**config.mk**
```make
export PLATFORM = sky130hd
export DESIGN_NAME = mvm_ctrl
export DESIGN_NICKNAME = d
export VERILOG_FILES = /design/src/hw/rtl/mvm_pkg.sv /design/src/hw/rtl/mvm_ctrl.sv
export SDC_FILE = /design/constraint.sdc
export NUM_CORES = 1
export LEC_CHECK = 0
export BUFFER_PORTS_ARGS = -buffer_cell sky130_fd_sc_hd__clkbuf_2
export CORE_MARGIN = 4
export CORE_UTILIZATION = 29
export CTS_BUF_LIST = sky130_fd_sc_hd__clkbuf_8
export DETAILED_ROUTE_END_ITERATION = 6
export PLACE_DENSITY_LB_ADDON = 0.25
export SLEW_MARGIN = 10
export SYNTH_ARGS = -nofsm -noshare
export SYNTH_HDL_FRONTEND = slang
export SYNTH_SLANG_ARGS = --single-unit
```
**constraint.sdc**
```tcl
create_clock -name i_clk -period 15.75 [get_ports i_clk]
set_input_delay 3.9375 -clock i_clk [delete_from_list [all_inputs] [get_ports i_clk]]
set_output_delay 3.9375 -clock i_clk [all_outputs]
set_load 0.05 [all_outputs]
```
**src/hw/rtl/mvm_pkg.sv**
```systemverilog
// ----------------------------------------------------------------------------
// mvm_pkg
// Shared types and constants for the fixed-point matrix-vector multiply core.
// ----------------------------------------------------------------------------
package mvm_pkg;

    // Field widths of the item formats
    localparam int VAL_W     = 16;   // Q8.8 element / weight
    localparam int PROD_W    = 32;   // Q16.16 product
    localparam int DOT_W     = 48;   // Q32.16 accumulator
    localparam int ROWIDX_W  = 10;
    localparam int CFG_W     = 11;
    localparam int CFG_IDX_W = 1;

    // Defaults for the top-level parameters
    localparam int MAX_COLS_DEF = 1024;
    localparam int MAX_ROWS_DEF = 1024;

    // Register reset value (before clamping)
    localparam int CFG_RESET = 1024;

    // Register indexes
    localparam logic [CFG_IDX_W-1:0] REG_COLS = 1'b0;
    localparam logic [CFG_IDX_W-1:0] REG_ROWS = 1'b1;

    // Input item mode codes
    localparam logic MODE_LOAD   = 1'b0;
    localparam logic MODE_WEIGHT = 1'b1;

    typedef struct packed {
        logic                     mode;
        logic signed [VAL_W-1:0]  value;
    } t_mvm_in;

    typedef struct packed {
        logic signed [DOT_W-1:0]  dot_product;
        logic [ROWIDX_W-1:0]      row_index;
        logic                     last_row;
    } t_mvm_out;

    // Per-weight control that travels down the MAC pipeline
    typedef struct packed {
        logic                 first;   // first column of a row: start from zero
        logic                 emit;    // last column: deliver the dot product
        logic                 last;    // final row of the pass
        logic [ROWIDX_W-1:0]  row;
    } t_mvm_tag;

endpackage

```
**src/hw/rtl/mvm_ctrl.sv**
```systemverilog
// ----------------------------------------------------------------------------
// mvm_ctrl
// Config registers, load/column/row counters and vector store addressing.
// ----------------------------------------------------------------------------
module mvm_ctrl #(
    parameter int MAX_COLS = mvm_pkg::MAX_COLS_DEF,
    parameter int MAX_ROWS = mvm_pkg::MAX_ROWS_DEF
) (
    input  logic                              i_clk,
    input  logic                              i_rst_n,
    // config
    input  logic                              i_cfg_we,
    input  logic [mvm_pkg::CFG_IDX_W-1:0]     i_cfg_index,
    input  logic [mvm_pkg::CFG_W-1:0]         i_cfg_data,
    // input item
    input  logic                              i_in_valid,
    input  mvm_pkg::t_mvm_in                  i_in_item,
    input  logic                              i_adv,
    // vector store
    output logic                              o_ram_we,
    output logic [$clog2(MAX_COLS)-1:0]       o_ram_waddr,
    output logic [mvm_pkg::VAL_W-1:0]         o_ram_wdata,
    output logic                              o_ram_re,
    output logic [$clog2(MAX_COLS)-1:0]       o_ram_raddr,
    // stage 1 to MAC
    output logic                              o_s1_valid,
    output mvm_pkg::t_mvm_tag                 o_s1_tag,
    output logic signed [mvm_pkg::VAL_W-1:0]  o_s1_value
);
    import mvm_pkg::*;

    localparam int AW = $clog2(MAX_COLS);
    localparam int CW = $clog2(MAX_COLS + 1);
    localparam int RW = $clog2(MAX_ROWS + 1);
    localparam int COLS_RST = (CFG_RESET > MAX_COLS) ? MAX_COLS : CFG_RESET;
    localparam int ROWS_RST = (CFG_RESET > MAX_ROWS) ? MAX_ROWS : CFG_RESET;

    // Clamped counts are kept, not the raw register values
    logic [CW-1:0] r_cols, n_cols_cfg;
    logic [RW-1:0] r_rows, n_rows_cfg;

    logic [CW-1:0] r_ld,  n_ld;
    logic [CW-1:0] r_col, n_col;
    logic [RW-1:0] r_row, n_row;

    logic          r_s1_valid;
    t_mvm_tag      r_s1_tag, n_s1_tag;
    logic signed [VAL_W-1:0] r_s1_value;

    logic          acc_load, acc_wgt;
    logic [CW-1:0] ld_idx, ld_nxt;
    logic [CW-1:0] col_a, col_nxt;
    logic [RW-1:0] row_a, row_b, row_nxt;
    logic          emit;

    assign acc_load = i_in_valid && i_adv && (i_in_item.mode == MODE_LOAD);
    assign acc_wgt  = i_in_valid && i_adv && (i_in_item.mode == MODE_WEIGHT);

    // Clamp counts to 1..MAX
    always_comb begin
        if (i_cfg_data == '0) begin
            n_cols_cfg = CW'(1);
        end else if (int'(i_cfg_data) > MAX_COLS) begin
            n_cols_cfg = CW'(MAX_COLS);
        end else begin
            n_cols_cfg = CW'(i_cfg_data);
        end
        if (i_cfg_data == '0) begin
            n_rows_cfg = RW'(1);
        end else if (int'(i_cfg_data) > MAX_ROWS) begin
            n_rows_cfg = RW'(MAX_ROWS);
        end else begin
            n_rows_cfg = RW'(i_cfg_data);
        end
    end

    // Vector load pointer
    always_comb begin
        ld_idx = (r_ld < r_cols) ? r_ld : '0;
        ld_nxt = ld_idx + CW'(1);
        n_ld   = (ld_nxt >= r_cols) ? '0 : ld_nxt;
    end

    // Column / row bookkeeping for one weight
    always_comb begin
        col_a = r_col;
        row_a = r_row;
        if (r_col >= r_cols) begin
            col_a = '0;
            row_a = r_row + RW'(1);
        end
        row_b   = (row_a >= r_rows) ? '0 : row_a;
        col_nxt = col_a + CW'(1);
        emit    = (col_nxt >= r_cols);
        row_nxt = row_b + RW'(1);

        n_col = emit ? '0 : col_nxt;
        n_row = emit ? ((row_nxt >= r_rows) ? '0 : row_nxt) : row_b;

        n_s1_tag.first = (col_a == '0);
        n_s1_tag.emit  = emit;
        n_s1_tag.last  = (row_nxt == r_rows);
        n_s1_tag.row   = ROWIDX_W'(row_b);
    end

    always_ff @(posedge i_clk) begin
        if (!i_rst_n) begin
            r_cols     <= CW'(COLS_RST);
            r_rows     <= RW'(ROWS_RST);
            r_ld       <= '0;
            r_col      <= '0;
            r_row      <= '0;
            r_s1_valid <= 1'b0;
        end else begin
            if (i_cfg_we) begin
                unique case (i_cfg_index)
                    REG_COLS: r_cols <= n_cols_cfg;
                    REG_ROWS: r_rows <= n_rows_cfg;
                    default: ;
                endcase
            end
            if (acc_load) begin
                r_ld <= n_ld;
            end
            if (acc_wgt) begin
                r_col <= n_col;
                r_row <= n_row;
            end
            if (i_adv) begin
                r_s1_valid <= acc_wgt;
            end
        end
    end

    always_ff @(posedge i_clk) begin
        if (acc_wgt) begin
            r_s1_tag   <= n_s1_tag;
            r_s1_value <= i_in_item.value;
        end
    end

    assign o_ram_we    = acc_load;
    assign o_ram_waddr = AW'(ld_idx);
    assign o_ram_wdata = i_in_item.value;
    assign o_ram_re    = acc_wgt;
    assign o_ram_raddr = AW'(col_a);

    assign o_s1_valid = r_s1_valid;
    assign o_s1_tag   = r_s1_tag;
    assign o_s1_value = r_s1_value;

    // Final row of a pass must wrap the row counter
    a_row_wrap: assert property (@(posedge i_clk) disable iff (!i_rst_n)
        (acc_wgt && emit && n_s1_tag.last) |=> (r_row == '0))
        else $error("row counter did not wrap after final row");

    // One store access per item
    a_one_port: assert property (@(posedge i_clk) disable iff (!i_rst_n)
        !(o_ram_we && o_ram_re))
        else $error("vector store written and read by one item");

endmodule

```
==> flow_summary.yaml <==
worst_hold_path:
  hold_path.class: "reg2reg"
worst_setup_path:
  worstPathMaxFanout: 13
  worstSetupPathType: "in2out"
  end_kind: "primary output"
  reg2reg_setup_slack_ps: 8690
  cp-start-kind: "primary input"
  cp.arrival_ps: 4980
  cp.required_ps: 11810
grt:
  antenna_found_initial: 0
  overflow: 0
  groute.usage.overall_pct: 14.0
  grt_max_degree: 47
  grt_pass1_vias: 4985
  grt_pass1_wl_um: 26900
place:
  place_hpwl_um: 12200
  place_ws_ps: 6830
  gp_congestion: 0.813
  portBuffers: 101
  place_inst: 1030
sta:
  fin_crit_sh_pct: 56.6
  fin_skew_ps: 14.1
  setup_slack_ps: 6830
  slew_violations: 0
  fmax_mhz: 112
  setup_violations: 0
  fin_crit_ps: 8920
  relSlewSlack_pct: 39.6
  rsz0062_at_grt: "false"
  worst_pin_slew_ps: 905
  hold_ws_ps: 458
  hold_viol: 0
  setup_tns_ps: 0
floorplanning:
  start_util_pct: 29.6
  io_pins: 102
  die_area_mm2: 0.0231
  die_w_um: 152
  fp.dieH_um: 152
  rows: 52
  fp.coreArea_mm2: 0.0203
clock_network:
  clk_pin_slew_ps: 80
  cts.sinks: 85
  cts_resized: 0
  root_buffer: "clkbuf_8"
  insertion_delay_ps: 370
  cts_max_level: 3
  cts_buffer_depth: 2
  cts_tree: "yes"
  cts_hold_buf: 0
  cts_setup_buffers: 0
  numCtsBuffers: 9
outcome:
  status: "finished clean"
layout:
  diodes: 0
  drive_gt1_share_pct: 18.8
  syn2layout_area_growth_pct: 14.4
  fin_cells: 1045
  nets: 875
drt:
  first_pass_iters: 5
  drtIter0Drc: 263
  highest_layer: "met4"
  drc: 0
  viasPerCell: 4.91
  wl_met1_um: 8000
  wl_met2_um: 7360
  ant_nets: 0
  wl_per_cell_um: 15.6
  vias: 5131
  wl_met3_um: 765
  wl_um: 16300
logic_synthesis:
  yosysTopAreaCell: "dfxtp_1"
  synth_seq_cells: 85
  avgSynthCellArea_um2: 8.65
  synth_area_mm2: 0.00601
  synth-async-reset-ratio_pct: 0
  synth_edf_count: 29
  synth.area.top_cells: "dfxtp_1, ha_1, edfxtp_1, a21oi_1, nor2_1"
  seq_area_frac_synth_pct: 33.1
  ys.flop_type: "dfxtp_1"
  synth_cells: 695
  syn-num-nets: 799
  synth_top_cell_area_share_pct: 18.6
  yosys_warnings: 0
  ys_types: 67
power_and_ir_drop:
  powerDensity_mw_per_mm2: 72.0
  leakagePower_nw: 2.93
  ir_drop_mv: 0.0315
run:
  maxCapViolCount: 0
[area by class of cell]
type,count,area [um^2]
Fill cell,2212,13400
Multi-Input combinational cell,521,3620
Sequential cell,85,1990
Timing Repair Buffer,108,558
Tap cell,270,338
Inverter,46,173
Clock buffer,11,151
Clock inverter,4,46.3
[synth_stat cells, types with 16 or more instances]
master,n
buf_4,16
nor2_1,71
inv_1,44
xor2_1,16
o21ai_0,16
ha_1,70
xnor2_1,21
clkbuf_1,23
a21oi_1,58
nand2_1,54
nand3_1,37
a21o_1,16
dfxtp_1,56
edfxtp_1,29
[report_power, final]
group	switching (mW)	internal (mW)	leakage [nW]	total (mW)
clock	0.0839	0.0808	0.106	0.165
sequential	0.00398	0.233	0.724	0.237
combinational	0.0652	0.0286	2.10	0.0939
total	0.153	0.342	2.93	0.496
[path summary, 6_finish.rpt]
kind                                    start   endpoint  depth (start not counted)
worst min-delay path                r_cols[1]  r_cols[1]                          2
worst min register to register      r_cols[1]  r_cols[1]                          2
worst max register to register      r_cols[0]   r_row[9]                         27
worst max-delay path            i_in_item[16]   o_ram_we                          4
[critical path: stages]
cell      delay (ps)
clkbuf_2          80
nand3b_1         500
inv_1            160
clkbuf_2         290
[cell usage in the layout (no fill, tap or decap), types with 21 or more instances in the layout]
cell and n:
inv_1 44, dfxtp_1 56, nor2_1 71, xnor2_1 21
nand2_1 54, nand3_1 37, edfxtp_1 29, a21oi_1 58
ha_1 70, clkbuf_2 101
[cell families after synthesis]
group	count (synthesis)	synth area share, %
and+or+nand+nor	261	22.6
xor gates and xnor gates	39	5.93
DFF	85	33.1
adders and majority gates	70	14.6
AOI/OAI and AO/OA	150	16.9
muxes	1	0.187
buffers and inverters	89	6.72
[metal layers]
layer,vias to the layer above,global-route usage [%]
met5,-,0
met4,0,2.87
met3,10,3.07
met2,124,22.8
met1,2373,19.2
li1,2624,-
[flip-flops by register name (all words and copies together) (netlist names)]
register    count
o_s1_tag       13
o_s1_valid      1
o_s1_value     16
r_col          11
r_cols         11
r_ld           11
r_row          11
r_rows         11
[per-stage QoR]
step,util (%),area [um^2],total power [mW]
detailed placement,32.9,6690,0.336
global placement,32.9,6690,0.336
finish,33.9,6880,0.496
CTS,33.9,6880,0.506
global route,33.9,6880,0.522
floorplan,-,6010,0.311
Power figures use the tool's default switching activity.
