--- src/hw/rtl/mvm_pkg.sv ---
// ----------------------------------------------------------------------------
// mvm_pkg
// Shared types and constants for the fixed-point matrix-vector multiply core.
// ----------------------------------------------------------------------------
package mvm_pkg;

    // Field widths of the item formats
    localparam int VAL_W     = 16;   // Q8.8 element / weight
    localparam int PROD_W    = 32;   // Q16.16 product
    localparam int DOT_W     = 48;   // Q32.16 accumulator
    localparam int ROWIDX_W  = 10;
    localparam int CFG_W     = 11;
    localparam int CFG_IDX_W = 1;

    // Defaults for the top-level parameters
    localparam int MAX_COLS_DEF = 1024;
    localparam int MAX_ROWS_DEF = 1024;

    // Register reset value (before clamping)
    localparam int CFG_RESET = 1024;

    // Register indexes
    localparam logic [CFG_IDX_W-1:0] REG_COLS = 1'b0;
    localparam logic [CFG_IDX_W-1:0] REG_ROWS = 1'b1;

    // Input item mode codes
    localparam logic MODE_LOAD   = 1'b0;
    localparam logic MODE_WEIGHT = 1'b1;

    typedef struct packed {
        logic                     mode;
        logic signed [VAL_W-1:0]  value;
    } t_mvm_in;

    typedef struct packed {
        logic signed [DOT_W-1:0]  dot_product;
        logic [ROWIDX_W-1:0]      row_index;
        logic                     last_row;
    } t_mvm_out;

    // Per-weight control that travels down the MAC pipeline
    typedef struct packed {
        logic                 first;   // first column of a row: start from zero
        logic                 emit;    // last column: deliver the dot product
        logic                 last;    // final row of the pass
        logic [ROWIDX_W-1:0]  row;
    } t_mvm_tag;

endpackage

--- src/hw/rtl/mvm_mac.sv ---
// ----------------------------------------------------------------------------
// mvm_mac
// Product and accumulate stages with the result register.
// ----------------------------------------------------------------------------
module mvm_mac (
    input  logic                              i_clk,
    input  logic                              i_rst_n,
    input  logic                              i_s1_valid,
    input  mvm_pkg::t_mvm_tag                 i_s1_tag,
    input  logic signed [mvm_pkg::VAL_W-1:0]  i_s1_value,
    input  logic signed [mvm_pkg::VAL_W-1:0]  i_ram_rdata,
    input  logic                              i_out_stall,
    output logic                              o_adv,
    output logic                              o_out_valid,
    output mvm_pkg::t_mvm_out                 o_out_item
);
    import mvm_pkg::*;

    logic                     r_s2_valid;
    t_mvm_tag                 r_s2_tag;
    logic signed [PROD_W-1:0] r_prod;
    logic signed [DOT_W-1:0]  r_acc;
    logic signed [DOT_W-1:0]  acc_base, acc_sum;
    logic                     r_out_valid;
    t_mvm_out                 r_out;

    // Whole pipe moves unless a result sits stalled
    assign o_adv = !r_out_valid || !i_out_stall;

    // A row's first column starts from zero
    assign acc_base = r_s2_tag.first ? '0 : r_acc;
    assign acc_sum  = acc_base + DOT_W'(r_prod);

    always_ff @(posedge i_clk) begin
        if (!i_rst_n) begin
            r_s2_valid  <= 1'b0;
            r_out_valid <= 1'b0;
            r_acc       <= '0;
        end else if (o_adv) begin
            r_s2_valid  <= i_s1_valid;
            r_out_valid <= r_s2_valid && r_s2_tag.emit;
            if (r_s2_valid) begin
                r_acc <= acc_sum;
            end
        end
    end

    always_ff @(posedge i_clk) begin
        if (o_adv) begin
            r_s2_tag <= i_s1_tag;
            r_prod   <= PROD_W'(i_s1_value) * PROD_W'(i_ram_rdata);
            if (r_s2_valid && r_s2_tag.emit) begin
                r_out.dot_product <= acc_sum;
                r_out.row_index   <= r_s2_tag.row;
                r_out.last_row    <= r_s2_tag.last;
            end
        end
    end

    assign o_out_valid = r_out_valid;
    assign o_out_item  = r_out;

    // A result appears only behind an emitting weight
    a_out_src: assert property (@(posedge i_clk) disable iff (!i_rst_n)
        $rose(r_out_valid) |-> $past(r_s2_valid && r_s2_tag.emit))
        else $error("result without a last-column weight");

    // Accumulator frozen while the pipe is held
    a_acc_hold: assert property (@(posedge i_clk) disable iff (!i_rst_n)
        !o_adv |=> $stable(r_acc))
        else $error("accumulator changed during stall");

endmodule

--- config.mk ---
export PLATFORM = sky130hd
export DESIGN_NAME = mvm_mac
export DESIGN_NICKNAME = d
export VERILOG_FILES = /design/src/hw/rtl/mvm_pkg.sv /design/src/hw/rtl/mvm_mac.sv
export SDC_FILE = /design/constraint.sdc
export NUM_CORES = 1
export LEC_CHECK = 0
export ABC_CLOCK_PERIOD_IN_PS = 14050
export BUFFER_PORTS_ARGS = -buffer_cell sky130_fd_sc_hd__buf_2
export CAP_MARGIN = 20
export CORE_MARGIN = 3
export CORE_UTILIZATION = 45
export CTS_CLUSTER_DIAMETER = 200
export CTS_CLUSTER_SIZE = 25
export DETAILED_ROUTE_END_ITERATION = 7
export PLACE_DENSITY = 0.73
export SLEW_MARGIN = 20
export SYNTH_ARGS = -nofsm -noshare
export SYNTH_HDL_FRONTEND = slang
export SYNTH_SLANG_ARGS = --single-unit
--- constraint.sdc ---
create_clock -name i_clk -period 14.05 [get_ports i_clk]
set_clock_uncertainty 0.05 [all_clocks]
set_input_delay 2.1075 -clock i_clk [delete_from_list [all_inputs] [get_ports i_clk]]
set_output_delay 2.1075 -clock i_clk [all_outputs]
set_load 0.01 [all_outputs]
==> results.rst, run 1 <==
.. list-table::
   :header-rows: 1

   * - Metric
     - Value
   * - Outcome
     - complete, no violations
   * - CP Max Fanout
     - 16
   * - Hold-fix buffer count after cts
     - 0
   * - Die outline area
     - 42500 um2
   * - Number of global-route vias before repair
     - 13400
   * - Number of antenna violations at the first check in global routing
     - 0
   * - Nature of the critical path endpoint
     - flop
   * - Num rows
     - 72
   * - Net count of the mapped netlist
     - 2343
   * - H-tree levels
     - 4
   * - Clock input transition at the sequential cells of the worst setup and hold paths
     - 60 ps
   * - Number of synthesized flops with an enable pin
     - 104
   * - Count of buffers from port buffering
     - around 110
   * - Number of iterations in the first detailed-routing pass
     - 5
   * - Cell type with the highest aggregate area in the netlist
     - fa_1
   * - Kind of path behind the tightest hold check
     - reg2reg
   * - Detail-routed net length per standard cell
     - around 16 um
   * - Met3 routed WL
     - 2310 um
   * - Number of distinct standard cells referenced by the synthesized netlist
     - 71
   * - GR Overflow Total
     - 0
   * - Routed Wire Length
     - 40300 um
   * - Critical Path RT
     - 14160 ps
   * - Count of endpoints failing hold in the final timing report
     - 0
   * - Floorplan core area
     - 39100 um2
   * - Type of origin of the critical path
     - primary input
   * - Share of layout cells above drive strength 1
     - 8.54%
   * - Post-detailed-placement half-perimeter wirelength
     - 32400 um
   * - Aggregate global-route resource usage
     - 19.8%
   * - CTS Buf Count
     - 17
   * - Post-synthesis to final-layout area growth
     - 8.50%
   * - Mean instance size in the synthesized netlist
     - 9.48 um2
   * - Slew Viols, Final
     - 0
   * - Sequential-to-total area share from yosys stat
     - a little under a quarter
   * - Primary flip-flop cell chosen by synthesis mapping
     - edfxtp_1
   * - TritonCTS clock tree
     - yes
   * - Gate Count Post-Synth
     - 1902
   * - Cell chosen for the clock root
     - clkbuf_16
   * - Highest achievable clock rate
     - 0.126 GHz
   * - Via density per instance
     - 5.19
   * - Proportion of register bits with asynchronous set or reset after synthesis
     - 0%
   * - Synthesized area
     - 18000 um2
   * - Worst slew margin
     - 41.3%
   * - Height of the chip
     - 206 um
   * - Slew at the pin closest to its max-slew limit
     - 879 ps
   * - Largest net degree at the start of global routing
     - 61
   * - Post-cts gate resize count
     - 0
   * - Highest metal layer with signal wires
     - met4
   * - Kind of critical path
     - in2reg
   * - Die boundary width
     - between 200 and 250 um
   * - Synth warnings
     - 0
   * - Post CTS Setup Buffer Count
     - 0
   * - Final Cycle Share
     - 56.4%
   * - Worst Path Arrival
     - around 8000 ps
   * - Max Root-Sink Buffers
     - 2
   * - Leading post-synthesis cells by instance count
     - inv_1, fa_1, nand2_1
   * - Wire length of the first global-routing pass
     - between 60000 and 70000 um
   * - Clk Latency, worst-skew pair
     - 420 ps
   * - # nets final
     - 2406
   * - Number of setup violations in the final report
     - 0
   * - Fraction of post-synthesis cell area in the top cell type by area
     - 29.2%
   * - Starting utilization of the core area
     - 46.1%
   * - Io pins
     - 110
   * - Residual DRC count
     - 0
   * - Top cells by area, synth
     - fa_1, edfxtp_1, ha_1, inv_1, dfxtp_1
   * - Period minus WS final
     - 7920 ps
   * - Number of filler cells placed in the layout
     - 3605
   * - RSZ-0062 raised after global routing
     - no
   * - Max-cap check violation count
     - 0
   * - Cell with the most instances after synthesis
     - inv_1
   * - Post-Route Setup TNS
     - 0 ps
   * - Number of storage elements in the synthesis netlist
     - 154
   * - WL met2
     - 18500 um
   * - Detailed router's first-iteration violation count
     - 924
   * - Routed metal-1 wirelength
     - about 19000 um
   * - Remaining antenna violation count
     - 0
   * - Number of sinks handled by clock tree synthesis
     - around 150
   * - Antenna Cells
     - 0
   * - Vias
     - roughly 13000
   * - Routability congestion estimate from global placement
     - 0.934
state kept, by name, summed over array words and instances (netlist names):
name,flops
o_out_valid,1
r_prod,32
r_s2_tag,13
r_acc,48
r_s2_valid,1
o_out_item,59
path summary, 6_finish.rpt:
path	start	to	slack (ps)	cells after the start
hold / removal	r_s2_tag[2]$_DFFE_PN_	o_out_item[3]$_DFFE_PP_	370	0
setup / recovery	i_ram_rdata[1]	r_prod[31]$_DFFE_PN_	6130	21
hold reg to reg	r_s2_tag[2]$_DFFE_PN_	o_out_item[3]$_DFFE_PP_	370	0
setup reg to reg	r_s2_tag[12]$_DFFE_PN_	r_acc[45]$_SDFFE_PN0P_	9900	12
through the flow:
step | cell area [um2] | util (%) | hold WS, ps | worst slack [ps] | cells
after detailed placement | 19000 | 48.6 | 355 | 5820 | 2464
final | 19600 | 50.0 | 368 | 6130 | 2496
after global routing | 19600 | 50.0 | 377 | 5870 | 2496
after CTS | 19600 | 50.0 | 371 | 6270 | 2496
after global placement | 19000 | 48.6 | 351 | 5890 | 2464
after floorplan | 18000 | - | 350 | 6330 | 1902
metal layers:
metal | GRT usage (%) | up-vias
met4 | 5.02 | 0
met3 | 2.66 | 47
met5 | 0 | -
li1 | - | 6196
met1 | 28.1 | 6312
met2 | 32.4 | 411
critical path: stages:
cell and delay, ps:
buf_2 290, nand2_1 160, fa_1 540, fa_1 470, fa_1 520, fa_1 550
inv_1 50, fa_1 480, inv_1 50, fa_1 480, inv_1 40, ha_1 330
o21ai_0 110, o21ai_0 250, nand4_1 130, a31oi_1 280, o211ai_1 210, o22ai_1 330
a41oi_1 220, a211o_1 310, xnor2_1 120
cells by family (layout without fill, tap and decap cells):
group	after synthesis	in the layout	synth area share, %
DFF	154	154	22.9
buffers and inverters	405	481	8.44
AOI/OAI and AO/OA	273	273	10.0
adders and majority gates	392	392	38.2
and+or+nand+nor	595	595	16.4
muxes	3	3	0.167
xor gates and xnor gates	80	80	3.89
layout by cell type (no fill, tap or decap), types with 54 or more instances in the layout:
master,netlist,layout
edfxtp_1,104,104
nand2_1,238,236
ha_1,129,129
and2_1,131,130
fa_1,263,263
buf_2,1,109
nor2b_1,56,56
nor2_1,57,57
inv_1,335,333
xnor2_1,54,54
a21oi_1,106,106
area by class of cell:
cell class              count  area, um2  area share [%]
multi-input cells        1343      12400            63.3
flip-flops and latches    154       4120            21.1
inverters                 335       1260            6.43
well taps                 518        648            3.31
repair buffers            114        583            2.98
clock buffers              17        425            2.18
clock inverters            15        134           0.685
Power of run 1 is not shown: default switching activity piles up to over one toggle a cycle in this logic, so the estimate is an artifact.
==> run 2: changes to the inputs <==
--- a/config.mk
+++ b/config.mk
@@ -5,7 +5,7 @@
 export SDC_FILE = /design/constraint.sdc
 export NUM_CORES = 1
 export LEC_CHECK = 0
-export ABC_CLOCK_PERIOD_IN_PS = 14050
+export ABC_CLOCK_PERIOD_IN_PS = 6800
 export BUFFER_PORTS_ARGS = -buffer_cell sky130_fd_sc_hd__buf_2
 export CAP_MARGIN = 20
 export CORE_MARGIN = 3
@@ -13,7 +13,7 @@
 export CTS_CLUSTER_DIAMETER = 200
 export CTS_CLUSTER_SIZE = 25
 export DETAILED_ROUTE_END_ITERATION = 7
-export PLACE_DENSITY = 0.73
+export PLACE_DENSITY = 0.75
 export SLEW_MARGIN = 20
 export SYNTH_ARGS = -nofsm -noshare
 export SYNTH_HDL_FRONTEND = slang
==> constraint.sdc (replaced) <==
create_clock -name i_clk -period 6.8 [get_ports i_clk]
set_clock_uncertainty 0.05 [all_clocks]
set_input_delay 1.02 -clock i_clk [delete_from_list [all_inputs] [get_ports i_clk]]
set_output_delay 1.02 -clock i_clk [all_outputs]
set_load 0.01 [all_outputs]
==> results.rst, run 2 (same netlist as run 1, synthesis figures left out) <==
.. list-table::
   :header-rows: 1

   * - Metric
     - Value
   * - Highest metal layer with signal wires
     - met4
   * - Routed Wire Length
     - 40600 um
   * - Number of antenna violations at the first check in global routing
     - 0
   * - Kind of critical path
     - in2reg
   * - Period minus WS final
     - 6490 ps
   * - GR Overflow Total
     - 0
   * - Worst Path Arrival
     - 6610 ps
   * - Worst setup startpoint
     - i_ram_rdata[3]
   * - Launch instance of the worst register-to-register path
     - r_s2_tag[12]$_DFFE_PN_
   * - Share of layout cells above drive strength 1
     - 12.1%
   * - Finished Cell Area
     - 20200 um2
   * - Final Cycle Share
     - 95.4%
   * - Count of buffers from port buffering
     - 109
   * - Clk Latency, worst-skew pair
     - 430 ps
   * - Cell repeated most along the worst path
     - fa_1
   * - Outcome
     - complete, no violations
   * - Post-Place Setup Slack
     - -142 ps
   * - Cell chosen for the clock root
     - clkbuf_16
   * - Worst slew margin
     - 40.1%
   * - Number of setup violations in the final report
     - 0
   * - Die outline area
     - 42500 um2
   * - Met3 routed WL
     - 2090 um
   * - RSZ-0062 raised after global routing
     - no
   * - Number of global-route vias before repair
     - 14000
   * - CTS Buf Count
     - 17
   * - Post-detailed-placement half-perimeter wirelength
     - between 30000 and 40000 um
   * - Slew at the pin closest to its max-slew limit
     - around 900 ps
   * - Starting utilization of the core area
     - 46.1%
   * - Detailed router's first-iteration violation count
     - between 800 and 900
   * - Slew Viols, Final
     - 0
   * - Height of the chip
     - approximately 210 um
   * - Antenna Cells
     - 0
   * - Residual DRC count
     - 0
   * - CP Max Fanout
     - 16
   * - Number of sinks handled by clock tree synthesis
     - 154
   * - Largest net degree at the start of global routing
     - 61
   * - Detail-routed net length per standard cell
     - 15.7 um
   * - Die boundary width
     - 206 um
   * - Highest achievable clock rate
     - 0.154 GHz
   * - Cell type of the slowest stage on the worst timing path
     - fa_1
   * - Routed metal-1 wirelength
     - 18500 um
   * - Kind of path behind the tightest hold check
     - reg2reg
   * - Slack of the critical path
     - 313 ps
   * - Post-cts gate resize count
     - 0
   * - WL met2
     - slightly below 20000 um
   * - # nets final
     - ~2500
   * - Worst stage delay on the critical path
     - 570 ps
   * - Number of iterations in the first detailed-routing pass
     - 5
   * - Nature of the critical path endpoint
     - flop
   * - Vias
     - ~13000
   * - Routability congestion estimate from global placement
     - 0.934
   * - Commonest non-fill, non-tap cell in the layout
     - inv_1
   * - Num rows
     - 72
   * - Sequential cell area
     - roughly 4100 um2
   * - Floorplan core area
     - between 30000 and 40000 um2
   * - Max FFs per register
     - 59
   * - H-tree levels
     - 4
   * - Highest-count cells in the layout ignoring fill and taps
     - inv_1, fa_1, nand2_1
   * - Area of placed instances
     - about 20000 um2
   * - Worst-path cell chain
     - buf_2 > nand2_1 > fa_1 > fa_1 > fa_1 > fa_1 > inv_1 > fa_1 > inv_1 > fa_1 > inv_1 > ha_1 > o21ai_0 > o21ai_0 > nand4_1 > a31oi_1 > o211ai_1 > o22ai_1 > a41oi_1 > a211o_1 > xnor2_1
   * - Io pins
     - 110
   * - Wire length of the first global-routing pass
     - 68800 um
   * - Clock input transition at the sequential cells of the worst setup and hold paths
     - ~70 ps
   * - Hold-fix buffer count after cts
     - 0
   * - Count of cells along the worst hold path
     - 0
   * - Area taken by multi-input logic gates
     - 12400 um2
   * - Type of origin of the critical path
     - primary input
   * - Number of filler cells placed in the layout
     - approximately 3500
   * - Via density per instance
     - between 5 and 6
   * - TritonCTS clock tree
     - yes
   * - Remaining antenna violation count
     - 0
   * - Max-cap check violation count
     - 0
   * - Hold path start
     - r_s2_tag[1]$_DFFE_PN_
   * - Aggregate global-route resource usage
     - around a fifth
   * - Post-synthesis to final-layout area growth
     - 12.0%
   * - R2r worst-path depth
     - 12
   * - Critical Path RT
     - 6920 ps
   * - Count of endpoints failing hold in the final timing report
     - 0
   * - Post CTS Setup Buffer Count
     - 0
   * - Max Root-Sink Buffers
     - 2
[run 2: cell types whose count changed in the layout (fill, tap and decap cells not counted), sizes merged]
| cell | previous run | this run |
|---|---|---|
| clkinv | 6 | 4 |
| buf | 114 | 195 |
| clkinvlp | 1 | 2 |
| clkbuf | 17 | 18 |
[run 2: per-stage QoR]
step           instances  hold WS (ps)  TNS, ps  util (%)
3_5_place_dp        2545           357     -225      50.2
6_report            2577           376        0      51.6
4_1_cts             2577           375        0      51.6
2_1_floorplan       1902           350        0         -
3_3_place_gp        2545           351    -73.8      50.2
5_1_grt             2577           388        0      51.6
[run 2: path summary, 6_finish.rpt]
kind,endpoint,slack (ps)
hold reg to reg,o_out_item[2]$_DFFE_PP_,380
hold / removal,o_out_item[2]$_DFFE_PP_,380
setup / recovery,r_prod[31]$_DFFE_PN_,310
setup reg to reg,r_acc[44]$_SDFFE_PN0P_,2660
[run 2: final cells by class]
cell class | instances | area share [%]
timing repair buffer | 195 | 5.96
clock buffer | 18 | 2.13
multi-input combinational | 1343 | 61.4
sequential | 154 | 20.4
clock inverter | 14 | 0.657
inverter | 335 | 6.23
tap | 518 | 3.21
[run 2: per-layer routing]
layer	vias up	GRT usage (%)
li1	6367	-
met1	6510	27.0
met2	403	34.5
met3	46	2.11
met4	0	4.17
met5	-	0
[run 2: worst max-delay path: cells and delay by family]
kind | cells | cell delay, ps
xor gates and xnor gates | 1 | 130
AOI/OAI and AO/OA | 7 | 1520
and+or+nand+nor | 2 | 250
adders and majority gates | 7 | 3260
buffers and inverters | 4 | 410
Power of run 2 is left out for the same reason.
==> run 3: changes to the inputs <==
--- a/config.mk
+++ b/config.mk
@@ -13,6 +13,7 @@
 export CTS_CLUSTER_DIAMETER = 200
 export CTS_CLUSTER_SIZE = 25
 export DETAILED_ROUTE_END_ITERATION = 7
+export GPL_TIMING_DRIVEN = 0
 export PLACE_DENSITY = 0.75
 export SLEW_MARGIN = 20
 export SYNTH_ARGS = -nofsm -noshare
==> results.rst, run 3 (same netlist as run 1, synthesis figures left out) <==
.. list-table::
   :header-rows: 1

   * - Metric
     - Value
   * - Count of cells along the worst hold path
     - 0
   * - Number of filler cells placed in the layout
     - 3583
   * - Max FFs per register
     - slightly below 60
   * - Residual DRC count
     - 0
   * - Remaining antenna violation count
     - 0
   * - Via density per instance
     - 5.26
   * - Slew Viols, Final
     - 0
   * - Wire length of the first global-routing pass
     - 72300 um
   * - Number of antenna violations at the first check in global routing
     - 0
   * - # nets final
     - 2474
   * - Post-Place Setup Slack
     - -1030 ps
   * - Number of sinks handled by clock tree synthesis
     - 154
   * - Largest net degree at the start of global routing
     - 60
   * - Num rows
     - 72
   * - Clk Latency, worst-skew pair
     - 440 ps
   * - Io pins
     - 110
   * - Die outline area
     - ~42000 um2
   * - Post-Route Setup TNS
     - 0 ps
   * - CP Max Fanout
     - 7
   * - Commonest non-fill, non-tap cell in the layout
     - inv_1
   * - Cell chosen for the clock root
     - clkbuf_16
   * - Detail-routed net length per standard cell
     - 17.1 um
   * - Slew at the pin closest to its max-slew limit
     - 840 ps
   * - Worst Path Arrival
     - 6770 ps
   * - Worst stage delay on the critical path
     - 550 ps
   * - Number of setup violations in the final report
     - 0
   * - CTS Buf Count
     - 17
   * - Number of iterations in the first detailed-routing pass
     - 5
   * - Nature of the critical path endpoint
     - flop
   * - Starting utilization of the core area
     - 46.1%
   * - Cell repeated most along the worst path
     - fa_1
   * - Outcome
     - complete, no violations
   * - Cell type of the slowest stage on the worst timing path
     - fa_1
   * - Final Cycle Share
     - 97.8%
   * - TritonCTS clock tree
     - yes
   * - Kind of path behind the tightest hold check
     - reg2reg
   * - Type of origin of the critical path
     - primary input
   * - Post-detailed-placement half-perimeter wirelength
     - approximately 36000 um
   * - Hold-fix buffer count after cts
     - 0
   * - Height of the chip
     - 206 um
   * - Count of endpoints failing hold in the final timing report
     - 0
   * - Max-cap check violation count
     - 0
   * - Routed Wire Length
     - 43800 um
   * - Post-synthesis to final-layout area growth
     - 12.3%
   * - Critical Path RT
     - 6920 ps
   * - Highest-count cells in the layout ignoring fill and taps
     - inv_1, fa_1, nand2_1
   * - Max Root-Sink Buffers
     - 2
   * - Worst-path cell chain
     - buf_4 > buf_8 > buf_4 > and2_1 > fa_1 > inv_1 > fa_1 > fa_1 > inv_2 > fa_1 > fa_1 > inv_1 > fa_1 > inv_1 > ha_4 > a21o_1 > a21o_1 > or3_1 > o211ai_1 > o22ai_2 > a41oi_2 > a211o_1 > xnor2_2
   * - RSZ-0062 raised after global routing
     - yes
   * - Area of placed instances
     - 19200 um2
   * - Aggregate global-route resource usage
     - 21.4%
   * - Antenna Cells
     - 0
   * - Count of buffers from port buffering
     - between 100 and 150
   * - GR Overflow Total
     - 0
   * - Number of global-route vias before repair
     - ~14000
   * - Die boundary width
     - 206 um
   * - Worst slew margin
     - roughly 44%
   * - Share of layout cells above drive strength 1
     - 10.6%
   * - Highest achievable clock rate
     - between 0.15 and 0.2 GHz
   * - Period minus WS final
     - roughly 6600 ps
   * - Routability congestion estimate from global placement
     - approximately 0.95
   * - Vias
     - 13500
   * - Area taken by multi-input logic gates
     - roughly 13000 um2
   * - Slack of the critical path
     - ~150 ps
   * - Clock input transition at the sequential cells of the worst setup and hold paths
     - 70 ps
   * - R2r worst-path depth
     - 14
   * - Sequential cell area
     - roughly 4100 um2
   * - Detailed router's first-iteration violation count
     - 876
   * - Floorplan core area
     - 39100 um2
   * - Kind of critical path
     - in2reg
   * - H-tree levels
     - 4
   * - Finished Cell Area
     - 20200 um2
## run 3: repair_timing
item / CTS / global route
hold endpoints to repair: 0 / 0
setup buffers: 0 / 12
gates resized for setup: 33 / 97
endpoints found under the setup margin: 9 / 8
pin swaps: 2 / 19
## run 3: critical path, delay by kind of cell
family / cells / cell delay, ps
xor+xnor: 1 / 90
buf+inv: 7 / 650
compound gates: 6 / 1310
fa+ha+maj: 7 / 3200
simple gates: 2 / 470
## run 3: path summary, 6_finish.rpt
check | startpoint | slack, ps | end
min reg2reg | r_s2_tag[7]$_DFFE_PN_ | 370 | o_out_item[8]$_DFFE_PP_
max reg2reg | r_s2_tag[12]$_DFFE_PN_ | 2340 | o_out_item[57]$_DFFE_PP_
max | i_ram_rdata[6] | 150 | r_prod[31]$_DFFE_PN_
min | r_s2_tag[7]$_DFFE_PN_ | 370 | o_out_item[8]$_DFFE_PP_
## run 3: routing by layer
| metal | wire (um) | vias up | GRT usage [%] |
|---|---|---|---|
| met2 | 20600 | 454 | 36.3 |
| met4 | 1220 | 0 | 6.76 |
| met5 | 0 | - | 0 |
| met1 | 19400 | 6598 | 28.9 |
| li1 | - | 6345 | - |
| met3 | 2540 | 83 | 2.38 |
## run 3: area by class of cell
| cell class | instances | area share (%) |
|---|---|---|
| Clock buffer | 17 | 2.10 |
| Timing Repair Buffer | 122 | 3.42 |
| Inverter | 335 | 6.23 |
| Multi-Input combinational cell | 1343 | 61.8 |
| Sequential cell | 154 | 20.4 |
| Buffer | 60 | 1.89 |
| Tap cell | 518 | 3.20 |
| Clock inverter | 15 | 0.977 |
## run 3: through the flow
stage                     instances  hold slack (ps)  util [%]
after detailed placement       2530              357      49.2
after global placement         2529              352      49.2
after floorplan                1902              350         -
after global routing           2564              382      51.8
after CTS                      2556              373      51.0
final                          2564              374      51.8
Power of run 3 is left out for the same reason.
